`config.mk`:
```
export PLATFORM = sky130hd
export DESIGN_NAME = voxel_span_topdown_heightmap
export DESIGN_NICKNAME = d
export VERILOG_FILES = /design/src/hw/rtl/vsth_pkg.sv /design/src/hw/rtl/vsth_scale.sv /design/src/hw/rtl/vsth_parser.sv /design/src/hw/rtl/voxel_span_topdown_heightmap.sv
export SDC_FILE = /design/constraint.sdc
export NUM_CORES = 1
export LEC_CHECK = 0
export ABC_AREA = 1
export BUFFER_PORTS_ARGS = -buffer_cell sky130_fd_sc_hd__buf_2
export CORE_ASPECT_RATIO = 0.9
export CORE_MARGIN = 2
export CORE_UTILIZATION = 30
export CTS_CLUSTER_DIAMETER = 50
export CTS_CLUSTER_SIZE = 12
export DETAILED_ROUTE_END_ITERATION = 8
export GPL_ROUTABILITY_DRIVEN = 0
export PLACE_DENSITY = 0.42
export SYNTH_ARGS = -nofsm -noshare
export SYNTH_HDL_FRONTEND = slang
export SYNTH_HIERARCHICAL = 1
export SYNTH_SLANG_ARGS = --single-unit
```
`constraint.sdc`:
```
create_clock -name i_clk -period 8.7 [get_ports i_clk]
set_clock_uncertainty 0.2 [all_clocks]
set_input_delay 1.74 -clock i_clk [delete_from_list [all_inputs] [get_ports i_clk]]
set_output_delay 1.74 -clock i_clk [all_outputs]
set_load 0.05 [all_outputs]
```
`src/hw/rtl/vsth_pkg.sv`:
```
// Shared constants, types and codes for the top-down heightmap decoder.
package vsth_pkg;

    // Map geometry and depth range.
    localparam int MAP_SIDE    = 512;
    localparam int LEVELS      = 64;
    localparam int PREVIEW_DIV = 6;

    // Derived widths.
    localparam int COORD_W = (MAP_SIDE > 2) ? $clog2(MAP_SIDE) : 1;
    localparam int LVL_W   = $clog2(LEVELS + 1);
    localparam int WORD_W  = 32;
    localparam int BYTE_W  = 8;
    localparam int RUN_W   = BYTE_W + 1;
    localparam int RGB_W   = 24;
    localparam int PIX_W   = 9;

    // Parser phase.
    typedef enum logic [1:0] {
        PH_HEADER,
        PH_COLORS
    } t_phase;

    // One pixel write leaving the parser, before preview scaling.
    typedef struct packed {
        logic               valid;
        logic [COORD_W-1:0] x;
        logic [COORD_W-1:0] y;
        logic [RGB_W-1:0]   color;
        logic               last;
    } t_result;

endpackage

```
`src/hw/rtl/vsth_scale.sv`:
```
// Preview coordinate scaler: optional divide by the preview factor.
module vsth_scale
    import vsth_pkg::*;
(
    input  logic [COORD_W-1:0] i_coord,
    input  logic               i_enable,
    output logic [PIX_W-1:0]   o_pixel
);

    // Reciprocal with enough fraction bits that the rounded-up value is exact
    // for every coordinate (quotient error stays below one divisor step).
    localparam int DIV_SHIFT = COORD_W + 4;
    localparam int RCP       = (2 ** DIV_SHIFT + PREVIEW_DIV - 1) / PREVIEW_DIV;
    localparam int RCP_W     = DIV_SHIFT + 1;
    localparam int PROD_W    = COORD_W + RCP_W;

    logic [PROD_W-1:0]  prod;
    logic [COORD_W-1:0] quot;

    // Multiply by the reciprocal and keep the integer part.
    assign prod = PROD_W'(i_coord) * PROD_W'(RCP);
    assign quot = prod[DIV_SHIFT +: COORD_W];

    // Select the scaled or plain coordinate.
    assign o_pixel = i_enable ? PIX_W'(quot) : PIX_W'(i_coord);

endmodule

```
`src/hw/rtl/vsth_parser.sv`:
```
// Span parser: column tracking, topmost voxel search and pixel write generation.
module vsth_parser
    import vsth_pkg::*;
(
    input  logic              i_clk,
    input  logic              i_rst_n,
    input  logic              i_step,
    input  logic [WORD_W-1:0] i_word,
    output t_result           o_result
);

    // State registers.
    t_phase             r_phase, n_phase;
    logic [COORD_W-1:0] r_x, n_x;
    logic [COORD_W-1:0] r_y, n_y;
    logic [LVL_W-1:0]   r_hl, n_hl;
    logic [RGB_W-1:0]   r_hc, n_hc;
    logic [RUN_W-1:0]   r_run, n_run;
    logic [RUN_W-1:0]   r_top, n_top;
    logic [BYTE_W-1:0]  r_bot, n_bot;
    logic [BYTE_W-1:0]  r_pend, n_pend;
    logic [RGB_W-1:0]   r_fbc, n_fbc;
    logic               r_final, n_final;

    // Header fields and derived values.
    logic [BYTE_W-1:0] count, ts, te, air;
    logic [RUN_W-1:0]  hdr_tlen, hdr_top;
    logic [BYTE_W-1:0] hdr_n, hdr_bot, pend_z;
    logic              pend_take;
    // Color word values.
    logic              col_top_act, col_bot_act, col_take, col_done;
    logic [RUN_W-1:0]  col_top_nx;
    logic [BYTE_W-1:0] col_bot_nx;
    logic              is_header, hdr_fin, finish;
    logic [LVL_W-1:0]  hl_tk;
    logic [RGB_W-1:0]  hc_tk;
    logic              x_last, y_last;

    // Decode the word in both interpretations.
    always_comb begin
        count     = i_word[0*BYTE_W +: BYTE_W];
        ts        = i_word[1*BYTE_W +: BYTE_W];
        te        = i_word[2*BYTE_W +: BYTE_W];
        air       = i_word[3*BYTE_W +: BYTE_W];
        hdr_tlen  = (te >= ts) ? (RUN_W'(te) - RUN_W'(ts) + RUN_W'(1)) : '0;
        hdr_n     = count - BYTE_W'(1);
        hdr_top   = (hdr_tlen < RUN_W'(hdr_n)) ? hdr_tlen : RUN_W'(hdr_n);
        hdr_bot   = hdr_n - hdr_top[BYTE_W-1:0];
        // Buried bottom colors sit just below the air start; clamp at zero.
        pend_z    = (air >= r_pend) ? (air - r_pend) : '0;
        pend_take = (r_pend != '0) && (RUN_W'(pend_z) < RUN_W'(r_hl));

        col_top_act = (r_top != '0);
        col_bot_act = !col_top_act && (r_bot != '0);
        col_take    = col_top_act && (r_run < RUN_W'(r_hl));
        col_top_nx  = col_top_act ? (r_top - RUN_W'(1)) : r_top;
        col_bot_nx  = col_bot_act ? (r_bot - BYTE_W'(1)) : r_bot;
        col_done    = (col_top_nx == '0) && (col_bot_nx == '0);

        is_header = (r_phase != PH_COLORS);
        hdr_fin   = (count == '0) && (hdr_tlen == '0);
        finish    = i_step && (is_header ? hdr_fin : (col_done && r_final));

        // Running minimum after this word's contribution.
        hl_tk = r_hl;
        hc_tk = r_hc;
        if (is_header && pend_take) begin
            hl_tk = pend_z[LVL_W-1:0];
            hc_tk = r_fbc;
        end else if (!is_header && col_take) begin
            hl_tk = r_run[LVL_W-1:0];
            hc_tk = i_word[RGB_W-1:0];
        end

        x_last = (r_x == COORD_W'(MAP_SIDE - 1));
        y_last = (r_y == COORD_W'(MAP_SIDE - 1));
    end

    // Next phase.
    always_comb begin
        n_phase = r_phase;
        if (i_step) begin
            unique case (r_phase)
                PH_HEADER: begin
                    if (count == '0) begin
                        n_phase = hdr_fin ? PH_HEADER : PH_COLORS;
                    end else begin
                        n_phase = (hdr_n != '0) ? PH_COLORS : PH_HEADER;
                    end
                end
                PH_COLORS: begin
                    n_phase = col_done ? PH_HEADER : PH_COLORS;
                end
                default: begin
                    n_phase = PH_HEADER;
                end
            endcase
        end
    end

    // Datapath updates and pixel write.
    always_comb begin
        n_x     = r_x;
        n_y     = r_y;
        n_hl    = r_hl;
        n_hc    = r_hc;
        n_run   = r_run;
        n_top   = r_top;
        n_bot   = r_bot;
        n_pend  = r_pend;
        n_fbc   = r_fbc;
        n_final = r_final;

        o_result.valid = finish;
        o_result.x     = r_x;
        o_result.y     = r_y;
        o_result.color = hc_tk;
        o_result.last  = x_last && y_last;

        if (i_step) begin
            n_hl = hl_tk;
            n_hc = hc_tk;
            if (is_header) begin
                n_run = RUN_W'(ts);
                if (count == '0) begin
                    n_final = 1'b1;
                    n_top   = hdr_tlen;
                    n_bot   = '0;
                    n_pend  = '0;
                end else begin
                    n_final = 1'b0;
                    n_top   = hdr_top;
                    n_bot   = hdr_bot;
                    n_pend  = hdr_bot;
                end
            end else begin
                n_top = col_top_nx;
                n_bot = col_bot_nx;
                if (col_take) begin
                    n_run = r_run + RUN_W'(1);
                end else if (col_top_act) begin
                    n_run = r_run + RUN_W'(1);
                end
                // The first bottom color is the one whose z the next header settles.
                if (col_bot_act && (r_bot == r_pend)) begin
                    n_fbc = i_word[RGB_W-1:0];
                end
            end

            // Column end: clear the search and move to the next column.
            if (finish) begin
                n_hl    = LVL_W'(LEVELS);
                n_hc    = '0;
                n_final = 1'b0;
                n_pend  = '0;
                n_top   = '0;
                n_bot   = '0;
                if (x_last) begin
                    n_x = '0;
                    n_y = y_last ? '0 : (r_y + COORD_W'(1));
                end else begin
                    n_x = r_x + COORD_W'(1);
                end
            end
        end
    end

    // State registers.
    always_ff @(posedge i_clk) begin
        if (!i_rst_n) begin
            r_phase <= PH_HEADER;
            r_x     <= '0;
            r_y     <= '0;
            r_hl    <= LVL_W'(LEVELS);
            r_hc    <= '0;
            r_run   <= '0;
            r_top   <= '0;
            r_bot   <= '0;
            r_pend  <= '0;
            r_fbc   <= '0;
            r_final <= 1'b0;
        end else begin
            r_phase <= n_phase;
            r_x     <= n_x;
            r_y     <= n_y;
            r_hl    <= n_hl;
            r_hc    <= n_hc;
            r_run   <= n_run;
            r_top   <= n_top;
            r_bot   <= n_bot;
            r_pend  <= n_pend;
            r_fbc   <= n_fbc;
            r_final <= n_final;
        end
    end

    // The best level never rises above the empty-column value.
    a_level_range: assert property (@(posedge i_clk) disable iff (!i_rst_n)
        r_hl <= LVL_W'(LEVELS))
        else $error("highest level above reset value");

    // While expecting a header no color words are outstanding.
    a_header_idle: assert property (@(posedge i_clk) disable iff (!i_rst_n)
        (r_phase == PH_HEADER) |-> ((r_top == '0) && (r_bot == '0)))
        else $error("header phase with color words outstanding");

    // The color phase always has at least one color word left.
    a_colors_busy: assert property (@(posedge i_clk) disable iff (!i_rst_n)
        (r_phase == PH_COLORS) |-> ((r_top != '0) || (r_bot != '0)))
        else $error("color phase with nothing left");

    // A pixel write leaves the search cleared for the next column.
    a_column_reset: assert property (@(posedge i_clk) disable iff (!i_rst_n)
        (i_step && o_result.valid) |=>
            ((r_phase == PH_HEADER) && (r_hl == LVL_W'(LEVELS)) && (r_hc == '0)))
        else $error("column state not cleared after pixel write");

endmodule

```
`src/hw/rtl/voxel_span_topdown_heightmap.sv`:
```
// A word waits in an input register, its pixel write in a result register.
// Throughput: one stream word per cycle unless the pixel output stalls; the parser
// state update is the loop that sets it.
// Reset (synchronous, active low) clears the parser to expect a header at
// column (0,0), empties both registers and clears preview mode.
// Top level of the top-down heightmap decoder.
module voxel_span_topdown_heightmap
    import vsth_pkg::*;
(
    input  logic              i_clk,
    input  logic              i_rst_n,
    input  logic              i_cfg_we,
    input  logic              i_cfg_data,
    input  logic              i_word_valid,
    output logic              o_word_stall,
    input  logic [WORD_W-1:0] i_stream_word,
    output logic              o_pix_valid,
    input  logic              i_pix_stall,
    output logic [PIX_W-1:0]  o_pixel_x,
    output logic [PIX_W-1:0]  o_pixel_y,
    output logic [RGB_W-1:0]  o_color_rgb,
    output logic              o_frame_last
);

    logic              r_preview;
    logic              r_in_valid;
    logic [WORD_W-1:0] r_word;
    logic              r_out_valid;
    logic [PIX_W-1:0]  r_px, r_py;
    logic [RGB_W-1:0]  r_color;
    logic              r_last;
    logic              advance, step;
    t_result           result;
    logic [PIX_W-1:0]  scaled_x, scaled_y;

    // Pipeline moves when the result register is empty or being taken.
    assign advance      = !r_out_valid || !i_pix_stall;
    assign step         = r_in_valid && advance;
    assign o_word_stall = r_in_valid && !advance;

    // Configuration register.
    always_ff @(posedge i_clk) begin
        if (!i_rst_n) begin
            r_preview <= 1'b0;
        end else if (i_cfg_we) begin
            r_preview <= i_cfg_data;
        end
    end

    // Input register.
    always_ff @(posedge i_clk) begin
        if (!i_rst_n) begin
            r_in_valid <= 1'b0;
        end else if (i_word_valid && !o_word_stall) begin
            r_in_valid <= 1'b1;
        end else if (advance) begin
            r_in_valid <= 1'b0;
        end
    end

    always_ff @(posedge i_clk) begin
        if (i_word_valid && !o_word_stall) begin
            r_word <= i_stream_word;
        end
    end

    vsth_parser u_parser (
        .i_clk    (i_clk),
        .i_rst_n  (i_rst_n),
        .i_step   (step),
        .i_word   (r_word),
        .o_result (result)
    );

    vsth_scale u_scale_x (
        .i_coord  (result.x),
        .i_enable (r_preview),
        .o_pixel  (scaled_x)
    );

    vsth_scale u_scale_y (
        .i_coord  (result.y),
        .i_enable (r_preview),
        .o_pixel  (scaled_y)
    );

    // Result register.
    always_ff @(posedge i_clk) begin
        if (!i_rst_n) begin
            r_out_valid <= 1'b0;
        end else if (advance) begin
            r_out_valid <= step && result.valid;
        end
    end

    always_ff @(posedge i_clk) begin
        if (step && result.valid) begin
            r_px    <= scaled_x;
            r_py    <= scaled_y;
            r_color <= result.color;
            r_last  <= result.last;
        end
    end

    assign o_pix_valid  = r_out_valid;
    assign o_pixel_x    = r_px;
    assign o_pixel_y    = r_py;
    assign o_color_rgb  = r_color;
    assign o_frame_last = r_last;

endmodule
```
==> flow_summary.ini, run 1 <==
[final_layout]
drive_above_1_share_pct = 8.96
area_growth_pct = 11.9
nets = 2149
fillers = 4923
layout_common_cells = nand2_1 (469), inv_1 (314), ha_1 (147)
layout_commonest_cell = nand2_1

[sta]
whs_ns = 0.254
post-route-period-util_pct = 66.1
setup_tns_ns = 0
slew_viol_final = 0
max-slew-margin-rel_pct = 44.2
timing.final.hold_violations = 0
rsz0062_at_grt = no
clock.fmax_mhz = 174
tightest_slew_ns = 0.833
setup_viol = 0
period_needed_ns = 5.75

[grt]
grtUsageTotal_pct = 16.6
grt_pass1_vias = 11600
grt_pass1_wl_mm = 62.7
overflow = 0
grt_start_max_net_pins = 60
antenna_found_initial = 2

[cts]
cts.repair.resized = 0
postCtsSetupRepairBufs = 0
cts_buffer_depth = 2
cts.htree.levels = 4
hold_buffers = 0
cts_buffers = 17
cts.sink_count = 187
cts_tree = built
path_clk_slew_ns = 0.08
clk_latency_ns = 0.49
root_buffer = clkbuf_16

[synthesis]
ys_seq_elements = 187
syn_area_um2 = 13900
yosysWarnings = 6
synth_ff_type = dfxtp_1
syn_nets = 2085
ys_types = 52
syn_avg_cell_area_um2 = 7.49
synth_edf_count = 75
ys_async_sr_fraction_pct = 0
yosysSeqAreaShare_pct = 32.4
syn_inst = 1854

[setup_path]
cpPeakStageDelay_ns = 0.54
worstSetupPathType = register to register
startpoint = r_word[10]$_DFFE_PP_
endpoint = u_parser/r_bot[6]$_SDFFE_PN0P_
cp_slowest_cell = fa_1
path_max_fanout = 20
worstPathRequired_ns = 8.88
r2r_end = u_parser/r_bot[6]$_SDFFE_PN0P_
critPathLaunchType = register
crit_arrival_ns = 5.93
r2r_cells = 34
worst_setup_path_end_kind = register
reg2reg_slack_ns = 2.95
timing.rr.start = r_word[10]$_DFFE_PP_
crit_path_frequent_cell = nand2_1

[pwr]
power_density_nw_per_um2 = 182
power.static_leakage_nw = 7.37
ir_worst_vdd_mv = 0.142

[job]
drv_cap = 0

[routing]
route.detailed.drc = 0
drt_wl_total_mm = 38.6
wl_per_cell_um = 15.2
drt-pass1-iter-count = 7
drtIter0Drc = 736
vias_per_cell = 4.66
antenna_left = 0
dr_total_vias = 11800

[floorplanning]
die_y_um = 208
die_w_um = 231
core_um2 = 45600
boundaryPins = 83
num_rows = 74
dieArea_um2 = 48000
initial_core_util_pct = 30.5

[placement]
port_buffers = 82
dpl.hpwl_mm = 28.8

[worst_hold_path]
min-delay-start = u_parser/r_fbc[12]$_SDFFE_PN0P_
hold_class = register to register

[status]
outcome = complete, no violations
[cells by family after synthesis]
family,Yosys count,synth area share (%)
and+or+nand+nor,754,23.3
xor gates and xnor gates,25,1.58
buffers and inverters,379,10.6
DFF,187,32.4
AOI/OAI and AO/OA,316,12.3
adders and majority gates,193,19.9
[sequential cells by signal (all words and copies together), names as in the netlist, 7 cells and up]
| register | count |
|---|---|
| u_parser/r_hl | 7 |
| o_pixel_y | 9 |
| u_parser/r_fbc | 24 |
| o_color_rgb | 24 |
| o_pixel_x | 9 |
| u_parser/r_x | 9 |
| u_parser/r_run | 9 |
| u_parser/r_pend | 8 |
| r_word | 32 |
| u_parser/r_top | 9 |
| u_parser/r_y | 9 |
| u_parser/r_hc | 24 |
| u_parser/r_bot | 8 |
[report_power, final]
| part | switching [W] | leakage (nW) | internal [W] |
|---|---|---|---|
| Sequential | 0.0000456 | 1.63 | 0.000956 |
| Clock | 0.000401 | 0.292 | 0.000423 |
| Combinational | 0.000684 | 5.44 | 0.000317 |
| Total | 0.00113 | 7.37 | 0.00170 |
[worst max-delay path: cells and delay by family (launching register included)]
kind	cells	cell delay [ns]
buffers and inverters	8	0.53
AO/OA/AOI/OAI	8	1.52
AND/OR/NAND/NOR	13	1.38
adder cells (fa/ha/maj)	5	1.57
flip-flops	1	0.44
[stage by stage]
step           cells  cell area (um^2)  setup WS, ns  util [%]  total power, W
2_1_floorplan   1854             13900          2.26         -         0.00177
3_3_place_gp    2507             14900          3.14      32.8         0.00202
3_5_place_dp    2507             14900          2.98      32.8         0.00203
4_1_cts         2539             15500          2.96      34.1         0.00287
5_1_grt         2539             15500          2.33      34.1         0.00305
6_report        2540             15500          2.95      34.1         0.00283
[cell usage after synthesis (2+ instances only)]
cell | instances | area (um^2)
nand3_2 | 4 | 40.0
xnor2_1 | 4 | 35.0
xor2_1 | 21 | 184
a21oi_2 | 3 | 26.3
o22ai_1 | 3 | 18.8
fa_1 | 46 | 921
nor3_1 | 12 | 60.1
o21ai_0 | 96 | 480
o221a_2 | 2 | 22.5
buf_1 | 2 | 7.51
o211ai_1 | 9 | 67.6
o221ai_1 | 5 | 43.8
or2_2 | 3 | 18.8
buf_2 | 8 | 40.0
nor2_1 | 86 | 323
edfxtp_1 | 75 | 2250
a21boi_1 | 3 | 22.5
a31oi_1 | 4 | 25.0
nor2_2 | 4 | 25.0
nand3_1 | 129 | 646
nor4_1 | 4 | 25.0
a2111oi_0 | 2 | 17.5
a21oi_1 | 146 | 731
inv_1 | 314 | 1180
ha_1 | 147 | 1840
nand4_1 | 14 | 87.6
buf_4 | 7 | 52.6
nor4_2 | 2 | 25.0
nor3b_1 | 2 | 15.0
nand2_2 | 7 | 43.8
buf_6 | 2 | 22.5
nand2_1 | 469 | 1760
dfxtp_1 | 112 | 2240
clkinv_1 | 2 | 7.51
a211oi_1 | 3 | 22.5
o21ai_1 | 32 | 160
inv_2 | 12 | 45.0
nand3b_1 | 13 | 97.6
clkbuf_1 | 32 | 120
[layout make-up]
type | count | area [um^2] | share of cell area (%)
Antenna cell | 1 | 2.50 | 0.0161
Clock buffer | 18 | 450 | 2.90
Clock inverter | 14 | 146 | 0.942
Inverter | 328 | 1230 | 7.93
Multi-Input combinational cell | 1288 | 7930 | 51.1
Sequential cell | 187 | 4490 | 28.9
Tap cell | 608 | 761 | 4.90
Timing Repair Buffer | 96 | 515 | 3.32
[routing by layer]
layer  global-route usage, %  vias up  part of all wire, %
met2                    27.1      147                   46
met3                    2.88       32                  3.1
met1                    22.5     5503                   50
met4                    4.67        0                  1.5
met5                       0        -                    0
li1                        -     6150                    -
[worst min path at each step]
stage | end | slack (ns) | cells after the start
2_1_floorplan | u_parser/r_fbc[0]$_SDFFE_PN0P_ | 0.22 | 2
5_1_grt | u_parser/r_fbc[7]$_SDFFE_PN0P_ | 0.26 | 2
3_5_place_dp | u_parser/r_fbc[7]$_SDFFE_PN0P_ | 0.24 | 2
4_1_cts | u_parser/r_fbc[7]$_SDFFE_PN0P_ | 0.25 | 2
3_3_place_gp | u_parser/r_fbc[0]$_SDFFE_PN0P_ | 0.24 | 2
6_report | u_parser/r_fbc[12]$_SDFFE_PN0P_ | 0.25 | 2
Power figures use the tool's default switching activity.
==> run 2: changes to the inputs <==
- ABC_AREA: 1 -> 0
- clock period: 8.7 -> 5.7 ns (I/O delays scaled with it)
==> run 2 against run 1 <==
  * Non-clock buffer count grew 52
  * First-iteration DRC count shrank 16%
  * Synthesized cell count shrank 20%
  * Clock power grew 42%
  * Flip-flop and latch count is the same
  * Critical path type unchanged
  * Worst setup slack lost 2.7 ns
  * Sequential power grew 58%
  * Hold slack gained 0.028 ns
  * Critical path depth shrank 8
  * Largest cell class unchanged
  * Register-to-register slack lost 2.7 ns
  * Global-route usage shrank 0.42 points
==> flow_summary.ini, run 2 <==
[cts]
clk_latency_ns = 0.45
cts_buffer_depth = 2
cts_tree = built
root_buffer = clkbuf_16
cts_buffers = 17
path_clk_slew_ns = 0.07
cts.htree.levels = 4
cts.sink_count = 187

[synthesis]
ys_async_sr_fraction_pct = 0
syn_avg_cell_area_um2 = 9.42
synth_ff_type = dfxtp_1
netlist.top_cell.by_area = edfxtp_1
synth_area_leaders = edfxtp_1 (16%), dfxtp_1 (16%), ha_1 (13%)
yosysMostFrequentCell = inv_1
yosysWarnings = 6
ys_types = 93
syn_inst = 1475
yosysSeqAreaShare_pct = 32.4
synth_edf_count = 75
yosysTopAreaCellShare_pct = 16.2
syn_nets = 1706
syn_area_um2 = 13900
ys_seq_elements = 187
synth_common_cells = inv_1 (171), ha_1 (147), dfxtp_1 (112), nor2_1 (106), nand2_1 (87)

[routing]
drt_wl_total_mm = 38.7
dr_total_vias = 11100
route.detailed.drc = 0
drt-pass1-iter-count = 5
antenna_left = 0
drtIter0Drc = 621
wl_per_cell_um = 17.5
vias_per_cell = 5.04

[floorplanning]
num_rows = 74
initial_core_util_pct = 30.5
core_um2 = 45600
die_y_um = 208
die_w_um = 231
dieArea_um2 = 48000
boundaryPins = 83

[worst_hold_path]
hold_class = register to register

[final_layout]
area_growth_pct = 16.5
final_util_pct = 35.5
nets = 1818
regMostFlops = r_word
drive_above_1_share_pct = 19.7
layout_commonest_cell = inv_1
n_antenna_cell = 0
layout_common_cells = inv_1 (161), ha_1 (138), dfxtp_1 (112)
largest_reg_flops = 32

[grt]
grtUsageTotal_pct = 16.2
antenna_found_initial = 0
grt_pass1_wl_mm = 61.2
grt_start_max_net_pins = 49
overflow = 0
grt_pass1_vias = 11000

[setup_path]
startpoint = r_word[10]$_DFFE_PP_
reg2reg_slack_ns = 0.21
worstSetupPathType = register to register
cp_top_family = compound AO/OA/AOI/OAI gates
cp_slowest_cell = fa_2
worst_setup_path_end_kind = register
cp.depth = 26
crit_arrival_ns = 5.64
path_max_fanout = 9
critPathBufInv = 3
critPathLaunchType = register
timing.rr.start = r_word[10]$_DFFE_PP_
r2r_cells = 26
worstPathRequired_ns = 5.85
endpoint = u_parser/r_bot[7]$_SDFFE_PN0P_
cpPeakStageDelay_ns = 0.58
r2r_end = u_parser/r_bot[7]$_SDFFE_PN0P_

[sta]
period_needed_ns = 5.49
rsz0062_at_grt = yes
post-route-period-util_pct = 96.3
slew_viol_final = 0
setup_viol = 0
tightest_slew_ns = 1.20
clock.fmax_mhz = 182
timing.final.hold_violations = 0
setup_tns_ns = 0
max-slew-margin-rel_pct = 19.4

[pwr]
ir_worst_vdd_mv = 0.210
power_density_nw_per_um2 = 296
power.static_leakage_nw = 6.91
power_w = 0.00479

[placement]
port_buffers = 82
dpl.hpwl_mm = 29.0

[job]
drv_cap = 0

[status]
outcome = complete, no violations
-- run 2: cell count changes after synthesis, moves of 27 or more --
cell / change
o21ai_0: -35
a21oi_1: -75
inv_1: -143
o21ai_1: -29
mux2_2: +53
a22o_1: +27
nand2_1: -382
mux2i_1: +39
nand3_1: -93
-- run 2: repair_timing --
action | in CTS | in global routing
buffers inserted | 1 | 13
pin swaps | 2 | 38
gates resized for setup | 6 | 56
endpoints found under the setup margin | 4 | 7
gates cloned | 0 | 1
hold endpoints to repair | 0 | 0
hold buffers | 0 | 0
-- run 2: cell families after synthesis --
family / after synthesis / share of synthesized area (%)
AO/OA/AOI/OAI: 344 / 17.1
XOR/XNOR: 38 / 2.40
adder cells (fa/ha/maj): 193 / 19.9
buffers and inverters: 228 / 6.40
flip-flops: 187 / 32.4
multiplexers: 92 / 7.11
AND/OR/NAND/NOR: 393 / 14.8
-- run 2: stage by stage --
stage	area (um^2)	setup WS [ns]	instances	hold slack (ns)
6_report	16200	0.209	2208	0.282
3_5_place_dp	15300	-0.0724	2161	0.264
4_1_cts	15800	0.000504	2194	0.284
2_1_floorplan	13900	-0.0602	1475	0.245
5_1_grt	16200	-0.0677	2208	0.292
3_3_place_gp	15300	0.00494	2161	0.257
-- run 2: worst min-delay path by stage --
| stage | startpoint | end | slack, ns | cells past startpoint |
|---|---|---|---|---|
| floorplan | u_parser/r_hc[0]$_SDFFE_PN0P_ | u_parser/r_hc[0]$_SDFFE_PN0P_ | 0.25 | 1 |
| global placement | u_parser/r_hc[5]$_SDFFE_PN0P_ | u_parser/r_hc[5]$_SDFFE_PN0P_ | 0.26 | 1 |
| detailed placement | u_parser/r_hc[16]$_SDFFE_PN0P_ | u_parser/r_hc[16]$_SDFFE_PN0P_ | 0.26 | 1 |
| CTS | u_parser/r_hc[5]$_SDFFE_PN0P_ | u_parser/r_hc[5]$_SDFFE_PN0P_ | 0.28 | 1 |
| global route | u_parser/r_hc[14]$_SDFFE_PN0P_ | u_parser/r_hc[14]$_SDFFE_PN0P_ | 0.29 | 1 |
| finish | u_parser/r_hc[5]$_SDFFE_PN0P_ | u_parser/r_hc[5]$_SDFFE_PN0P_ | 0.28 | 1 |
-- run 2: worst register-to-register path, delay by kind of cell (launching register included) --
| family | cells | cell delay (ns) |
|---|---|---|
| AOI/OAI and AO/OA | 12 | 2.01 |
| adders and majority gates | 4 | 1.26 |
| and+or+nand+nor | 7 | 1.19 |
| DFF | 1 | 0.40 |
| buffers and inverters | 3 | 0.31 |
-- run 2: final cells by class --
type | instances | area (um^2)
tap | 608 | 761
clock inverter | 14 | 121
fill | 4706 | 29400
timing repair buffer | 148 | 911
multi-input combinational | 1060 | 8810
sequential | 187 | 4490
clock buffer | 18 | 429
inverter | 173 | 652
-- run 2: where the power goes --
group          leakage [nW]  switching (W)  internal (W)  total [W]
registers              1.60       0.000108       0.00147    0.00158
clock network         0.269       0.000564      0.000604    0.00117
logic                  5.04        0.00115      0.000890    0.00204
-- run 2: routing by layer --
layer | global-route usage, % | up-vias | wire length, um
met5 | 0 | - | 0
met4 | 3.69 | 0 | 490
met3 | 2.71 | 21 | 987
met2 | 26.2 | 148 | 18000
met1 | 22.5 | 5403 | 19200
li1 | - | 5552 | -
==> run 3: changes to the inputs <==
- CELL_PAD_IN_SITES_DETAIL_PLACEMENT: not set -> 1
- CELL_PAD_IN_SITES_GLOBAL_PLACEMENT: not set -> 1
- PLACE_DENSITY: 0.42 -> 0.52
==> run 3 against run 2 <==
  * Combinational power is 2% higher
  * Worst setup slack worse by 0.12 ns
  * Non-clock buffer count increased by 3
  * Flip-flop and latch count unchanged
  * First-iteration DRC count rose by 5.3%
  * Hold slack lost 0.0026 ns
  * Sequential power about the same
  * Sequential share of layout area down 0.15 points
  * Wire length rose by 11%
  * Clock power up 6%
  * Clock-buffer cell count did not move
  * Largest cell class unchanged
==> flow_summary.ini, run 3 (synthesis results as in run 2) <==
[final_layout]
layout_common_cells = inv_1 (165), ha_1 (142), dfxtp_1 (112)
area_growth_pct = 17.1
regMostFlops = r_word
layout_commonest_cell = inv_1
fin_cells = 2211
largest_reg_flops = 32
fillers = 5300
n_antenna_cell = 0
nets = 1821
stdcell_area_um2 = 16300
drive_above_1_share_pct = 19.7

[cts]
root_buffer = clkbuf_16
hold_buffers = 0
cts_tree = built
cts_buffer_depth = 2
cts_buffers = 17
clk_latency_ns = 0.49
path_clk_slew_ns = 0.08
cts.htree.levels = 4
cts.sink_count = 187

[setup_path]
worst_setup_path_end_kind = register
crit_arrival_ns = 5.80
cp_slowest_cell = fa_2
timing.rr.start = r_word[20]$_DFFE_PP_
reg2reg_slack_ns = 0.09
cpPeakStageDelay_ns = 0.47
cp_top_family = compound AO/OA/AOI/OAI gates
crit_path_frequent_cell = a21oi_2
critPathLaunchType = register
worstPathRequired_ns = 5.89
path_max_fanout = 6
r2r_end = u_parser/r_bot[7]$_SDFFE_PN0P_
worstSetupPathType = register to register
critPathBufInv = 2
r2r_cells = 25

[grt]
met3_usage_pct = 2.86
grtUsageMet2_pct = 27.8
antenna_found_initial = 1
grt_pass1_wl_mm = 68.5
busiest_layer = met2
grtUsageTotal_pct = 18.3
globalRouteMet1Util_pct = 27.0
grt_start_max_net_pins = 56
grt_pass1_vias = 11900
overflow = 0

[placement]
port_buffers = 82
dpl.hpwl_mm = 32.7
dp_cells = 2171
place_area_um2 = 15400

[status]
outcome = complete, no violations

[sta]
setup_tns_ns = 0
period_needed_ns = 5.61
setup_viol = 0
rsz0062_at_grt = yes
clock.fmax_mhz = 178
timing.final.hold_violations = 0
whs_ns = 0.279
max-slew-margin-rel_pct = 36.0
slew_viol_final = 0
tightest_slew_ns = 0.954
post-route-period-util_pct = 98.5

[worst_hold_path]
hold_end = u_parser/r_hc[3]$_SDFFE_PN0P_
min-delay-start = u_parser/r_hc[3]$_SDFFE_PN0P_
hold_class = register to register
hold_path_depth = 1

[routing]
vias_per_cell = 5.11
drtIter0Drc = 654
wl_per_cell_um = 19.5
dr_total_vias = 11300
drt-pass1-iter-count = 5
route.detailed.drc = 0
drt_wl_total_mm = 43.0
antenna_left = 0

[floorplanning]
die_w_um = 231
dieArea_um2 = 48000
boundaryPins = 83
initial_core_util_pct = 30.5
core_um2 = 45600
num_rows = 74
die_y_um = 208

[pwr]
power.static_leakage_nw = 6.97
power_w = 0.00490
power_density_nw_per_um2 = 301
ir_worst_vdd_mv = 0.292

[job]
drv_cap = 0
-- run 3: cell count changes in the layout (fill, tap and decap cells not counted), sizes merged --
cell	delta
buf	+3
inv	+4
bufinv	-1
clkinvlp	-1
clkinv	-2
-- run 3: metrics by stage --
step                setup slack, ns  util (%)
floorplan                   -0.0602         -
global placement             0.0191      33.8
detailed placement          -0.0815      33.8
CTS                          0.0194      35.1
global route                 -0.227      35.7
finish                       0.0852      35.7
-- run 3: per-layer routing --
metal  routed length (um)  share of wire [%]  vias to the layer above
li1                     -                  -                     5551
met1                22500                 52                     5588
met2                18800                 44                      130
met3                 1140                2.6                       27
met4                  531                1.2                        0
met5                    0                  0                        -
-- run 3: area by class of cell --
class                      count  area, um^2  area share [%]
clock inverter                14         161           0.992
tap                          608         761            4.68
timing repair buffer         151         965            5.93
inverter                     173         652            4.01
clock buffer                  18         439            2.70
multi-input combinational   1060        8800            54.1
sequential                   187        4490            27.6
-- run 3: worst reg2reg max path, delay by kind of cell, from the launching register on --
family,cells,cell delay (ns)
compound gates,12,2.15
simple gates,7,1.29
fa+ha+maj,4,1.22
flops,1,0.45
buf+inv,2,0.24
-- run 3: how the worst max path moves through the flow --
stage	startpoint	endpoint	slack (ns)	cells after the start
2_1_floorplan	r_word[9]$_DFFE_PP_	u_parser/r_bot[7]$_SDFFE_PN0P_	-0.06	28
3_3_place_gp	r_word[17]$_DFFE_PP_	u_parser/r_bot[6]$_SDFFE_PN0P_	0.02	30
3_5_place_dp	r_word[17]$_DFFE_PP_	u_parser/r_bot[7]$_SDFFE_PN0P_	-0.08	27
4_1_cts	r_word[17]$_DFFE_PP_	u_parser/r_bot[7]$_SDFFE_PN0P_	0.02	27
5_1_grt	r_word[20]$_DFFE_PP_	u_parser/r_bot[7]$_SDFFE_PN0P_	-0.23	25
6_report	r_word[20]$_DFFE_PP_	u_parser/r_bot[7]$_SDFFE_PN0P_	0.09	25
-- run 3: power by group --
group          switching [W]  total, W  internal (W)  leakage (nW)
Sequential          0.000107   0.00158       0.00147          1.60
Combinational        0.00121   0.00209      0.000884          5.07
Clock               0.000633   0.00124      0.000602         0.291
Total                0.00195   0.00490       0.00296          6.97
-- run 3: what timing repair did --
action	4_1_cts	5_1_grt
pin swaps	3	40
endpoints found under the setup margin	3	9
cloned	0	1
gates resized for setup	8	51
setup buffers	1	6
